<file path="config.mk">
export PLATFORM = sky130hd
export DESIGN_NAME = i2c_target_register_sequence_responder
export DESIGN_NICKNAME = d
export VERILOG_FILES = /design/src/rtl/itrsr_pkg.sv /design/src/rtl/itrsr_ctrl.sv /design/src/rtl/itrsr_dp.sv /design/src/rtl/i2c_target_register_sequence_responder.sv
export SDC_FILE = /design/constraint.sdc
export NUM_CORES = 2
export LEC_CHECK = 0
export BUFFER_PORTS_ARGS = -buffer_cell sky130_fd_sc_hd__buf_2
export CAP_MARGIN = 20
export CELL_PAD_IN_SITES_DETAIL_PLACEMENT = 0
export CELL_PAD_IN_SITES_GLOBAL_PLACEMENT = 1
export CORE_MARGIN = 4
export CORE_UTILIZATION = 42
export CTS_CLUSTER_DIAMETER = 30
export DETAILED_ROUTE_END_ITERATION = 7
export PLACE_DENSITY = 0.66
export SETUP_SLACK_MARGIN = 0.4
export SLEW_MARGIN = 20
export SYNTH_ARGS = -nofsm -noshare
export SYNTH_HDL_FRONTEND = slang
export SYNTH_SLANG_ARGS = --single-unit
</file>
<file path="constraint.sdc">
create_clock -name clk_i -period 13.7 [get_ports clk_i]
set_input_delay 2.055 -clock clk_i [delete_from_list [all_inputs] [get_ports clk_i]]
set_output_delay 2.055 -clock clk_i [all_outputs]
set_load 0.02 [all_outputs]
</file>
<file path="src/rtl/itrsr_pkg.sv">
// types, constants and codes shared by the register sequence responder
package itrsr_pkg;

  localparam int unsigned SLOTS      = 8;
  localparam int unsigned DATA_DEPTH = 256;
  localparam int unsigned MAX_MSG    = 32;
  localparam int unsigned MAX_ENTRY  = 16;
  localparam int unsigned MAX_SEQ    = 16;

  localparam int unsigned SLOT_IDX_W = (SLOTS > 1) ? $clog2(SLOTS) : 1;
  localparam int unsigned SLOT_CNT_W = $clog2(SLOTS + 1);
  localparam int unsigned DATA_AW    = (DATA_DEPTH > 1) ? $clog2(DATA_DEPTH) : 1;
  localparam int unsigned MSG_CNT_W  = $clog2(MAX_MSG + 1);
  localparam int unsigned SEQ_IDX_W  = (MAX_SEQ > 1) ? $clog2(MAX_SEQ) : 1;

  localparam int unsigned DEV_ADDR_W = 7;
  localparam int unsigned MSG_LEN_W  = 6;
  localparam int unsigned BYTE_W     = 8;
  localparam int unsigned ENTRY_W    = 5;
  localparam int unsigned SEQ_LEN_W  = 5;
  localparam int unsigned CMP_W      = 8;

  typedef enum logic [1:0] {
    FUNC_DEFINE = 2'd0,
    FUNC_LOAD   = 2'd1,
    FUNC_WRITE  = 2'd2,
    FUNC_READ   = 2'd3
  } func_e;

  typedef enum logic [1:0] {
    STAT_OK            = 2'd0,
    STAT_ADDR_MISMATCH = 2'd1,
    STAT_TABLE_FULL    = 2'd2,
    STAT_NO_DATA       = 2'd3
  } status_e;

  typedef enum logic [1:0] {
    CTRL_IDLE,
    CTRL_DECODE,
    CTRL_SETUP,
    CTRL_STREAM
  } ctrl_state_e;

  typedef struct packed {
    logic [1:0]            func;
    logic [DEV_ADDR_W-1:0] bus_address;
    logic [MSG_LEN_W-1:0]  msg_len;
    logic [BYTE_W-1:0]     write_byte;
    logic [BYTE_W-1:0]     reg_id;
    logic [ENTRY_W-1:0]    entry_bytes;
    logic [SEQ_LEN_W-1:0]  sequence_length;
    logic [BYTE_W-1:0]     table_base;
    logic [BYTE_W-1:0]     load_offset;
    logic [BYTE_W-1:0]     load_value;
  } item_t;

  typedef struct packed {
    logic [BYTE_W-1:0] read_data;
    logic              data_valid;
    logic              last;
    logic [1:0]        status;
  } result_t;

  typedef struct packed {
    logic    capture;
    logic    def_wr;
    logic    load_wr;
    logic    ptr_wr;
    logic    lookup;
    logic    setup;
    logic    stream;
    logic    emit;
    status_e emit_status;
  } ctrl_cmd_t;

  typedef struct packed {
    func_e func;
    logic  addr_match;
    logic  table_full;
    logic  len_zero;
    logic  found;
    logic  last_byte;
  } dp_status_t;

endpackage

</file>
<file path="src/rtl/itrsr_ctrl.sv">
// controller state machine of the register sequence responder
module itrsr_ctrl (
  input  logic                   clk_i,
  input  logic                   rst_ni,
  input  logic                   start_i,
  input  itrsr_pkg::dp_status_t  status_i,
  output logic                   busy_o,
  output itrsr_pkg::ctrl_cmd_t   cmd_o
);

  itrsr_pkg::ctrl_state_e state_q, state_d;

  always_ff @(posedge clk_i or negedge rst_ni) begin
    if (!rst_ni) begin
      state_q <= itrsr_pkg::CTRL_IDLE;
    end else begin
      state_q <= state_d;
    end
  end

  always_comb begin
    state_d = state_q;
    unique case (state_q)
      itrsr_pkg::CTRL_IDLE: begin
        if (start_i) state_d = itrsr_pkg::CTRL_DECODE;
      end
      itrsr_pkg::CTRL_DECODE: begin
        if (status_i.func == itrsr_pkg::FUNC_READ && status_i.addr_match) begin
          state_d = itrsr_pkg::CTRL_SETUP;
        end else begin
          state_d = itrsr_pkg::CTRL_IDLE;
        end
      end
      itrsr_pkg::CTRL_SETUP: begin
        state_d = status_i.len_zero ? itrsr_pkg::CTRL_IDLE : itrsr_pkg::CTRL_STREAM;
      end
      itrsr_pkg::CTRL_STREAM: begin
        if (status_i.last_byte) state_d = itrsr_pkg::CTRL_IDLE;
      end
      default: state_d = itrsr_pkg::CTRL_IDLE;
    endcase
  end

  always_comb begin
    cmd_o             = '0;
    cmd_o.emit_status = itrsr_pkg::STAT_OK;
    busy_o            = (state_q != itrsr_pkg::CTRL_IDLE);
    unique case (state_q)
      itrsr_pkg::CTRL_IDLE: begin
        cmd_o.capture = start_i;
      end
      itrsr_pkg::CTRL_DECODE: begin
        unique case (status_i.func)
          itrsr_pkg::FUNC_DEFINE: begin
            cmd_o.emit = 1'b1;
            if (status_i.table_full) begin
              cmd_o.emit_status = itrsr_pkg::STAT_TABLE_FULL;
            end else begin
              cmd_o.def_wr = 1'b1;
            end
          end
          itrsr_pkg::FUNC_LOAD: begin
            cmd_o.emit    = 1'b1;
            cmd_o.load_wr = 1'b1;
          end
          itrsr_pkg::FUNC_WRITE: begin
            cmd_o.emit = 1'b1;
            if (!status_i.addr_match) begin
              cmd_o.emit_status = itrsr_pkg::STAT_ADDR_MISMATCH;
            end else begin
              cmd_o.ptr_wr = !status_i.len_zero;
            end
          end
          itrsr_pkg::FUNC_READ: begin
            if (!status_i.addr_match) begin
              cmd_o.emit        = 1'b1;
              cmd_o.emit_status = itrsr_pkg::STAT_ADDR_MISMATCH;
            end else begin
              cmd_o.lookup = 1'b1;
            end
          end
          default: cmd_o.emit = 1'b1;
        endcase
      end
      itrsr_pkg::CTRL_SETUP: begin
        cmd_o.setup = 1'b1;
        if (status_i.len_zero) begin
          cmd_o.emit        = 1'b1;
          cmd_o.emit_status = status_i.found ? itrsr_pkg::STAT_OK : itrsr_pkg::STAT_NO_DATA;
        end
      end
      itrsr_pkg::CTRL_STREAM: begin
        cmd_o.stream = 1'b1;
      end
      default: cmd_o = '0;
    endcase
  end

endmodule

</file>
<file path="src/rtl/itrsr_dp.sv">
// datapath: slot table, data memory, read address generation and result register
module itrsr_dp (
  input  logic                                   clk_i,
  input  logic                                   rst_ni,
  input  logic                                   cfg_we_i,
  input  logic [itrsr_pkg::DEV_ADDR_W-1:0]       cfg_wdata_i,
  input  itrsr_pkg::item_t                       item_i,
  input  itrsr_pkg::ctrl_cmd_t                   cmd_i,
  output itrsr_pkg::dp_status_t                  status_o,
  output logic                                   strobe_o,
  output itrsr_pkg::result_t                     result_o
);

  localparam int unsigned SW  = itrsr_pkg::SLOT_IDX_W;
  localparam int unsigned CW  = itrsr_pkg::SLOT_CNT_W;
  localparam int unsigned AW  = itrsr_pkg::DATA_AW;
  localparam int unsigned NW  = itrsr_pkg::MSG_CNT_W;
  localparam int unsigned IW  = itrsr_pkg::SEQ_IDX_W;
  localparam int unsigned EW  = itrsr_pkg::ENTRY_W;
  localparam int unsigned QW  = itrsr_pkg::SEQ_LEN_W;
  localparam int unsigned BW  = itrsr_pkg::BYTE_W;
  localparam int unsigned PW  = IW + EW;

  logic [itrsr_pkg::DEV_ADDR_W-1:0] dev_addr_q;
  logic [BW-1:0]                    ptr_q;
  logic [CW-1:0]                    slot_cnt_q;
  itrsr_pkg::item_t                 item_q;

  logic [BW-1:0] slot_reg_q  [itrsr_pkg::SLOTS];
  logic [EW-1:0] slot_eb_q   [itrsr_pkg::SLOTS];
  logic [QW-1:0] slot_seq_q  [itrsr_pkg::SLOTS];
  logic [BW-1:0] slot_base_q [itrsr_pkg::SLOTS];
  logic [IW-1:0] slot_idx_q  [itrsr_pkg::SLOTS];

  logic [BW-1:0] mem [itrsr_pkg::DATA_DEPTH];
  logic [BW-1:0] mem_rdata_q;

  logic          found_q;
  logic [SW-1:0] hit_q;
  logic [EW-1:0] eb_q;
  logic [NW-1:0] n_q;
  logic [NW-1:0] k_q;
  logic [AW-1:0] rd_addr_q;

  logic               strobe_q;
  itrsr_pkg::result_t res_q;
  logic               from_mem_q;

  logic          match_found;
  logic [SW-1:0] match_idx;
  logic [SW-1:0] slot_wr_idx;
  logic [EW-1:0] eb_clamp;
  logic [QW-1:0] seq_clamp;
  logic [NW-1:0] n_c;
  logic [PW-1:0] prod;
  logic [AW-1:0] start_addr;
  logic [IW-1:0] idx_next;
  logic          last_byte;
  logic          pad;

  // first defined slot whose id equals the register pointer
  always_comb begin
    match_found = 1'b0;
    match_idx   = '0;
    for (int s = itrsr_pkg::SLOTS - 1; s >= 0; s--) begin
      if (CW'(s) < slot_cnt_q && slot_reg_q[s] == ptr_q) begin
        match_found = 1'b1;
        match_idx   = SW'(s);
      end
    end
  end

  assign slot_wr_idx = slot_cnt_q[SW-1:0];

  always_comb begin
    if (item_q.entry_bytes > EW'(itrsr_pkg::MAX_ENTRY)) begin
      eb_clamp = EW'(itrsr_pkg::MAX_ENTRY);
    end else begin
      eb_clamp = item_q.entry_bytes;
    end
    if (item_q.sequence_length == '0) begin
      seq_clamp = QW'(1);
    end else if (item_q.sequence_length > QW'(itrsr_pkg::MAX_SEQ)) begin
      seq_clamp = QW'(itrsr_pkg::MAX_SEQ);
    end else begin
      seq_clamp = item_q.sequence_length;
    end
    if (item_q.msg_len > itrsr_pkg::MSG_LEN_W'(itrsr_pkg::MAX_MSG)) begin
      n_c = NW'(itrsr_pkg::MAX_MSG);
    end else begin
      n_c = NW'(item_q.msg_len);
    end
  end

  assign prod       = PW'(slot_idx_q[hit_q]) * PW'(slot_eb_q[hit_q]);
  assign start_addr = AW'(slot_base_q[hit_q]) + AW'(prod);
  assign idx_next   = ((QW'(slot_idx_q[hit_q]) + QW'(1)) == slot_seq_q[hit_q]) ?
                      '0 : slot_idx_q[hit_q] + IW'(1);
  assign last_byte  = (k_q + NW'(1)) == n_q;
  assign pad        = !found_q || (itrsr_pkg::CMP_W'(k_q) >= itrsr_pkg::CMP_W'(eb_q));

  always_ff @(posedge clk_i or negedge rst_ni) begin
    if (!rst_ni) begin
      dev_addr_q <= '0;
      ptr_q      <= '0;
      slot_cnt_q <= '0;
      strobe_q   <= 1'b0;
    end else begin
      if (cfg_we_i) dev_addr_q <= cfg_wdata_i;
      if (cmd_i.ptr_wr) ptr_q <= item_q.write_byte;
      if (cmd_i.def_wr) slot_cnt_q <= slot_cnt_q + CW'(1);
      strobe_q <= cmd_i.emit || cmd_i.stream;
    end
  end

  always_ff @(posedge clk_i) begin
    if (cmd_i.capture) item_q <= item_i;
    if (cmd_i.def_wr) begin
      slot_reg_q[slot_wr_idx]  <= item_q.reg_id;
      slot_eb_q[slot_wr_idx]   <= eb_clamp;
      slot_seq_q[slot_wr_idx]  <= seq_clamp;
      slot_base_q[slot_wr_idx] <= item_q.table_base;
      slot_idx_q[slot_wr_idx]  <= '0;
    end else if (cmd_i.setup && found_q) begin
      slot_idx_q[hit_q] <= idx_next;
    end
    if (cmd_i.lookup) begin
      found_q <= match_found;
      hit_q   <= match_idx;
    end
    if (cmd_i.setup) begin
      eb_q      <= slot_eb_q[hit_q];
      rd_addr_q <= start_addr;
      n_q       <= n_c;
      k_q       <= '0;
    end else if (cmd_i.stream) begin
      k_q       <= k_q + NW'(1);
      rd_addr_q <= rd_addr_q + AW'(1);
    end
  end

  always_ff @(posedge clk_i) begin
    if (cmd_i.load_wr) mem[AW'(item_q.load_offset)] <= item_q.load_value;
    if (cmd_i.stream) mem_rdata_q <= mem[rd_addr_q];
  end

  always_ff @(posedge clk_i) begin
    if (cmd_i.emit) begin
      res_q.read_data  <= '0;
      res_q.data_valid <= 1'b0;
      res_q.last       <= 1'b1;
      res_q.status     <= cmd_i.emit_status;
      from_mem_q       <= 1'b0;
    end else if (cmd_i.stream) begin
      res_q.read_data  <= '0;
      res_q.data_valid <= 1'b1;
      res_q.last       <= last_byte;
      res_q.status     <= found_q ? itrsr_pkg::STAT_OK : itrsr_pkg::STAT_NO_DATA;
      from_mem_q       <= !pad;
    end
  end

  always_comb begin
    result_o = res_q;
    if (from_mem_q) result_o.read_data = mem_rdata_q;
  end

  assign strobe_o = strobe_q;

  always_comb begin
    status_o.func       = itrsr_pkg::func_e'(item_q.func);
    status_o.addr_match = (item_q.bus_address == dev_addr_q);
    status_o.table_full = (slot_cnt_q >= CW'(itrsr_pkg::SLOTS));
    status_o.len_zero   = (item_q.msg_len == '0);
    status_o.found      = found_q;
    status_o.last_byte  = last_byte;
  end

endmodule

</file>
<file path="src/rtl/i2c_target_register_sequence_responder.sv">
// top level of the i2c target register sequence responder
// set-up, bus write and mismatched items give their word from the decode state, registered
// a read passes decode, set-up and stream states: with msg_len 0 its word comes from set-up,
// else min(msg_len, 32) words come from stream, one per cycle; new items wait for idle
// the read rate is set by the single read port of the data memory, one byte per cycle
// results cannot be stalled; reset clears pointer, slot count and device address to zero
module i2c_target_register_sequence_responder (
  input  logic                             clk_i,
  input  logic                             rst_ni,
  input  logic                             cfg_we_i,
  input  logic [itrsr_pkg::DEV_ADDR_W-1:0] cfg_wdata_i,
  input  logic                             start,
  input  itrsr_pkg::item_t                 item_i,
  output logic                             busy,
  output logic                             strobe_o,
  output itrsr_pkg::result_t               result_o
);

  itrsr_pkg::ctrl_cmd_t  cmd;
  itrsr_pkg::dp_status_t dp_status;

  itrsr_ctrl u_ctrl (
    .clk_i    (clk_i),
    .rst_ni   (rst_ni),
    .start_i  (start),
    .status_i (dp_status),
    .busy_o   (busy),
    .cmd_o    (cmd)
  );

  itrsr_dp u_dp (
    .clk_i       (clk_i),
    .rst_ni      (rst_ni),
    .cfg_we_i    (cfg_we_i),
    .cfg_wdata_i (cfg_wdata_i),
    .item_i      (item_i),
    .cmd_i       (cmd),
    .status_o    (dp_status),
    .strobe_o    (strobe_o),
    .result_o    (result_o)
  );

endmodule

</file>
==> impl_metrics.env <==
export IMPL_setup_tns_ns=0
export IMPL_hold_viol=0
export IMPL_path_clk_slew_ns=0.05
export IMPL_die_h_um=485
export IMPL_timing_final_crit_share=0.410
export IMPL_postCtsHoldBufs=0
export IMPL_grt_overflow=0
export IMPL_wl_met2_mm=120
export IMPL_grt_pass1_vias=50200
export IMPL_route_detailed_drc=0
export IMPL_cts_max_path_buffers=4
export IMPL_place_ws_ns=8.03
export IMPL_worst_slew_pin_slew_ns=1.23
export IMPL_cp_required_ns=14.32
export IMPL_drtPass1Iterations=5
export IMPL_wl_met1_mm=106
export IMPL_vdd_drop_max_mv=0.140
export IMPL_numPortBuffers=89
export IMPL_cts_buffers=467
export IMPL_cts_setup_buffers=0
export IMPL_pin_count=90
export IMPL_power_leakage_nw=37.9
export IMPL_postSynthCellCount=4819
export IMPL_seq_area_um2=72400
export IMPL_fin_nets=5332
export IMPL_skew_ns=0.131
export IMPL_cp_end_kind="flop"
export IMPL_setup_viol_count_final=0
export IMPL_antenna_found_initial=6
export IMPL_critPathKind="reg -> reg"
export IMPL_design_area_um2=115000
export IMPL_die_area_um2=235000
export IMPL_swShare=0.214
export IMPL_synth_edf_count=2386
export IMPL_maxCapViolCount=0
export IMPL_synth_warnings=0
export IMPL_max_slew_margin=0.160
export IMPL_finalWirelength_mm=253
export IMPL_grt_pass1_wl_mm=366
export IMPL_layout_min_cycle_time_ns=5.62
export IMPL_postRouteAntennaNets=0
export IMPL_setup_slack_ns=8.08
export IMPL_power_switching_w=0.00440
export IMPL_slew_viol_final=0
export IMPL_vias_per_cell=5.74
export IMPL_status="completed"
export IMPL_max_freq_mhz=178
export IMPL_clock_sinks=2417
export IMPL_synth_seq_cells=2417
export IMPL_fp_row_count=174
export IMPL_pwr_share_seq=0.417
export IMPL_core_area_um2=226000
export IMPL_power_clock_fraction=0.548
export IMPL_layout_common_cells="edfxtp_1 (2386), clkbuf_16 (473), mux4_2 (414), nor2_1 (341), mux2i_1 (335)"
export IMPL_drt_iter0_drc=5450
export IMPL_area_growth_synth_to_final_pct=20.2
export IMPL_cp_arrival_ns=6.24
export IMPL_clkLatencyLatePin_ns=0.99
export IMPL_p_int_w=0.0162
export IMPL_cts_root_buf="clkbuf_16"
export IMPL_synth_cell_area_um2=95600
export IMPL_cp_max_fo=46
export IMPL_layout_commonest_cell="edfxtp_1"
export IMPL_min_path_type="reg -> reg"
export IMPL_async_flop_share=0.00910
export IMPL_cts_repair_resized=0
export IMPL_synth_seq_area_share=0.757
export IMPL_met3RoutedLength_mm=18.8
export IMPL_drive_gt1_frac=0.256
export IMPL_multiInputGateArea_um2=21400
export IMPL_rsz0062_at_grt="no"
export IMPL_routed_via_count=49300
export IMPL_syn_mean_instance_area_um2=19.8
export IMPL_gp_congestion=0.812
export IMPL_nFillCells=18100
export IMPL_post_route_util=0.509
export IMPL_wl_per_cell_um=29.5
export IMPL_cts_tree="done"
export IMPL_start_kind="flop"
export IMPL_p_per_area_nw_per_um2=179
export IMPL_p_total_w=0.0206
export IMPL_placed_area_um2=99100
export IMPL_power_frac_comb=0.035
export IMPL_fp_dieW_um=485
export IMPL_highest_layer="met4"
export IMPL_grt_start_max_net_pins=204
export IMPL_initial_core_util=0.424
export IMPL_dp_hpwl_mm=146
export IMPL_syn_num_nets=4935
export IMPL_cts_max_level=5
export IMPL_synth_cell_types=78
export IMPL_ys_flop_type="edfxtp_1"
export IMPL_grt_usage=0.213
## logic make-up after synthesis
group,Yosys count,share of synthesized area
AOI/OAI and AO/OA,467,0.0337
and+or+nand+nor,663,0.0308
DFF,2417,0.757
muxes,808,0.143
adders and majority gates,40,0.00610
xor gates and xnor gates,106,0.00986
buffers and inverters,318,0.0199
## routing by layer
layer,up-vias,GRT usage
li1,20700,-
met1,26000,0.299
met4,0,0.0725
met2,2182,0.337
met3,477,0.0415
met5,-,0
## cell usage after synthesis, types with 16 or more instances
cell | number | share of area
nor2b_1 | 32 | 0.0021
a211oi_1 | 16 | 0.0013
buf_1 | 18 | 0.00071
mux4_2 | 414 | 0.098
o221ai_1 | 72 | 0.0066
and2_1 | 16 | 0.0010
mux4_1 | 19 | 0.0052
a21oi_1 | 101 | 0.0053
buf_6 | 39 | 0.0046
xor2_1 | 46 | 0.0042
mux2_2 | 39 | 0.0046
mux2i_1 | 335 | 0.035
nand2b_1 | 21 | 0.0014
dfrtp_1 | 22 | 0.0058
a31oi_1 | 21 | 0.0014
buf_2 | 57 | 0.0030
nand3_1 | 31 | 0.0016
clkbuf_1 | 116 | 0.0046
o21ai_0 | 62 | 0.0032
nor3_1 | 38 | 0.0020
ha_1 | 29 | 0.0038
nor2_1 | 348 | 0.014
a22oi_1 | 38 | 0.0030
inv_1 | 43 | 0.0017
buf_8 | 18 | 0.0028
xnor2_1 | 59 | 0.0054
edfxtp_1 | 2386 | 0.75
o22ai_1 | 52 | 0.0034
a221oi_1 | 26 | 0.0024
nand2_1 | 116 | 0.0046
buf_4 | 21 | 0.0016
## power by group through the flow
stage	logic (W)	clock network, W	registers (W)
after floorplan	0.000261	0	0.00886
after global placement	0.000695	0	0.00871
after detailed placement	0.000717	0	0.00872
after CTS	0.000718	0.0114	0.00858
after global routing	0.000776	0.0118	0.00858
final	0.000711	0.0113	0.00858
## sequential cells by signal (all words and copies together) (netlist names), 32 cells and up
register,count
u_dp.item_q,63
u_dp.mem,2048
u_dp.slot_base_q,64
u_dp.slot_eb_q,40
u_dp.slot_idx_q,32
u_dp.slot_reg_q,64
u_dp.slot_seq_q,40
## cell type report
type	count	share of cell area
Timing Repair Buffer	201	0.0124
Tap cell	2992	0.0326
Inverter	45	0.00151
Sequential cell	2417	0.630
Antenna cell	3	0.0000653
Clock buffer	522	0.105
Multi-Input combinational cell	2084	0.187
Clock inverter	332	0.0322
## worst max-delay path, cell delays in order (launching register included)
cell,delay (ns)
edfxtp_1,0.32
buf_4,0.69
mux4_2,0.59
mux2i_1,0.78
or2_2,0.26
fa_1,0.43
fa_1,0.46
fa_1,0.49
inv_1,0.05
ha_1,0.32
a21o_1,0.19
a21oi_1,0.22
o21bai_1,0.09
a21oi_1,0.17
xnor2_1,0.14
a21oi_1,0.08
## per-stage QoR
step | cells | hold WS, ns
3_5_place_dp | 7737 | 0.457
5_1_grt | 8595 | 0.483
6_report | 8596 | 0.471
2_1_floorplan | 4819 | 0.455
4_1_cts | 8591 | 0.473
3_3_place_gp | 7737 | 0.448
## worst paths after layout
kind                       slack [ns]                 end            start  depth (start not counted)
setup / recovery                 8.08   u_dp.rd_addr_q[7]    u_dp.hit_q[0]                         15
hold / removal                   0.47       u_dp.ptr_q[3]  u_dp.item_q[45]                          1
setup reg to reg                 8.08   u_dp.rd_addr_q[7]    u_dp.hit_q[0]                         15
hold reg to reg                  0.47       u_dp.ptr_q[3]  u_dp.item_q[45]                          1
max in group asynchronous       12.16  u_dp.dev_addr_q[4]           rst_ni                          1
min in group asynchronous        1.12  u_dp.slot_cnt_q[0]           rst_ni                          1
Note: power is estimated with default switching activity, not from simulation.
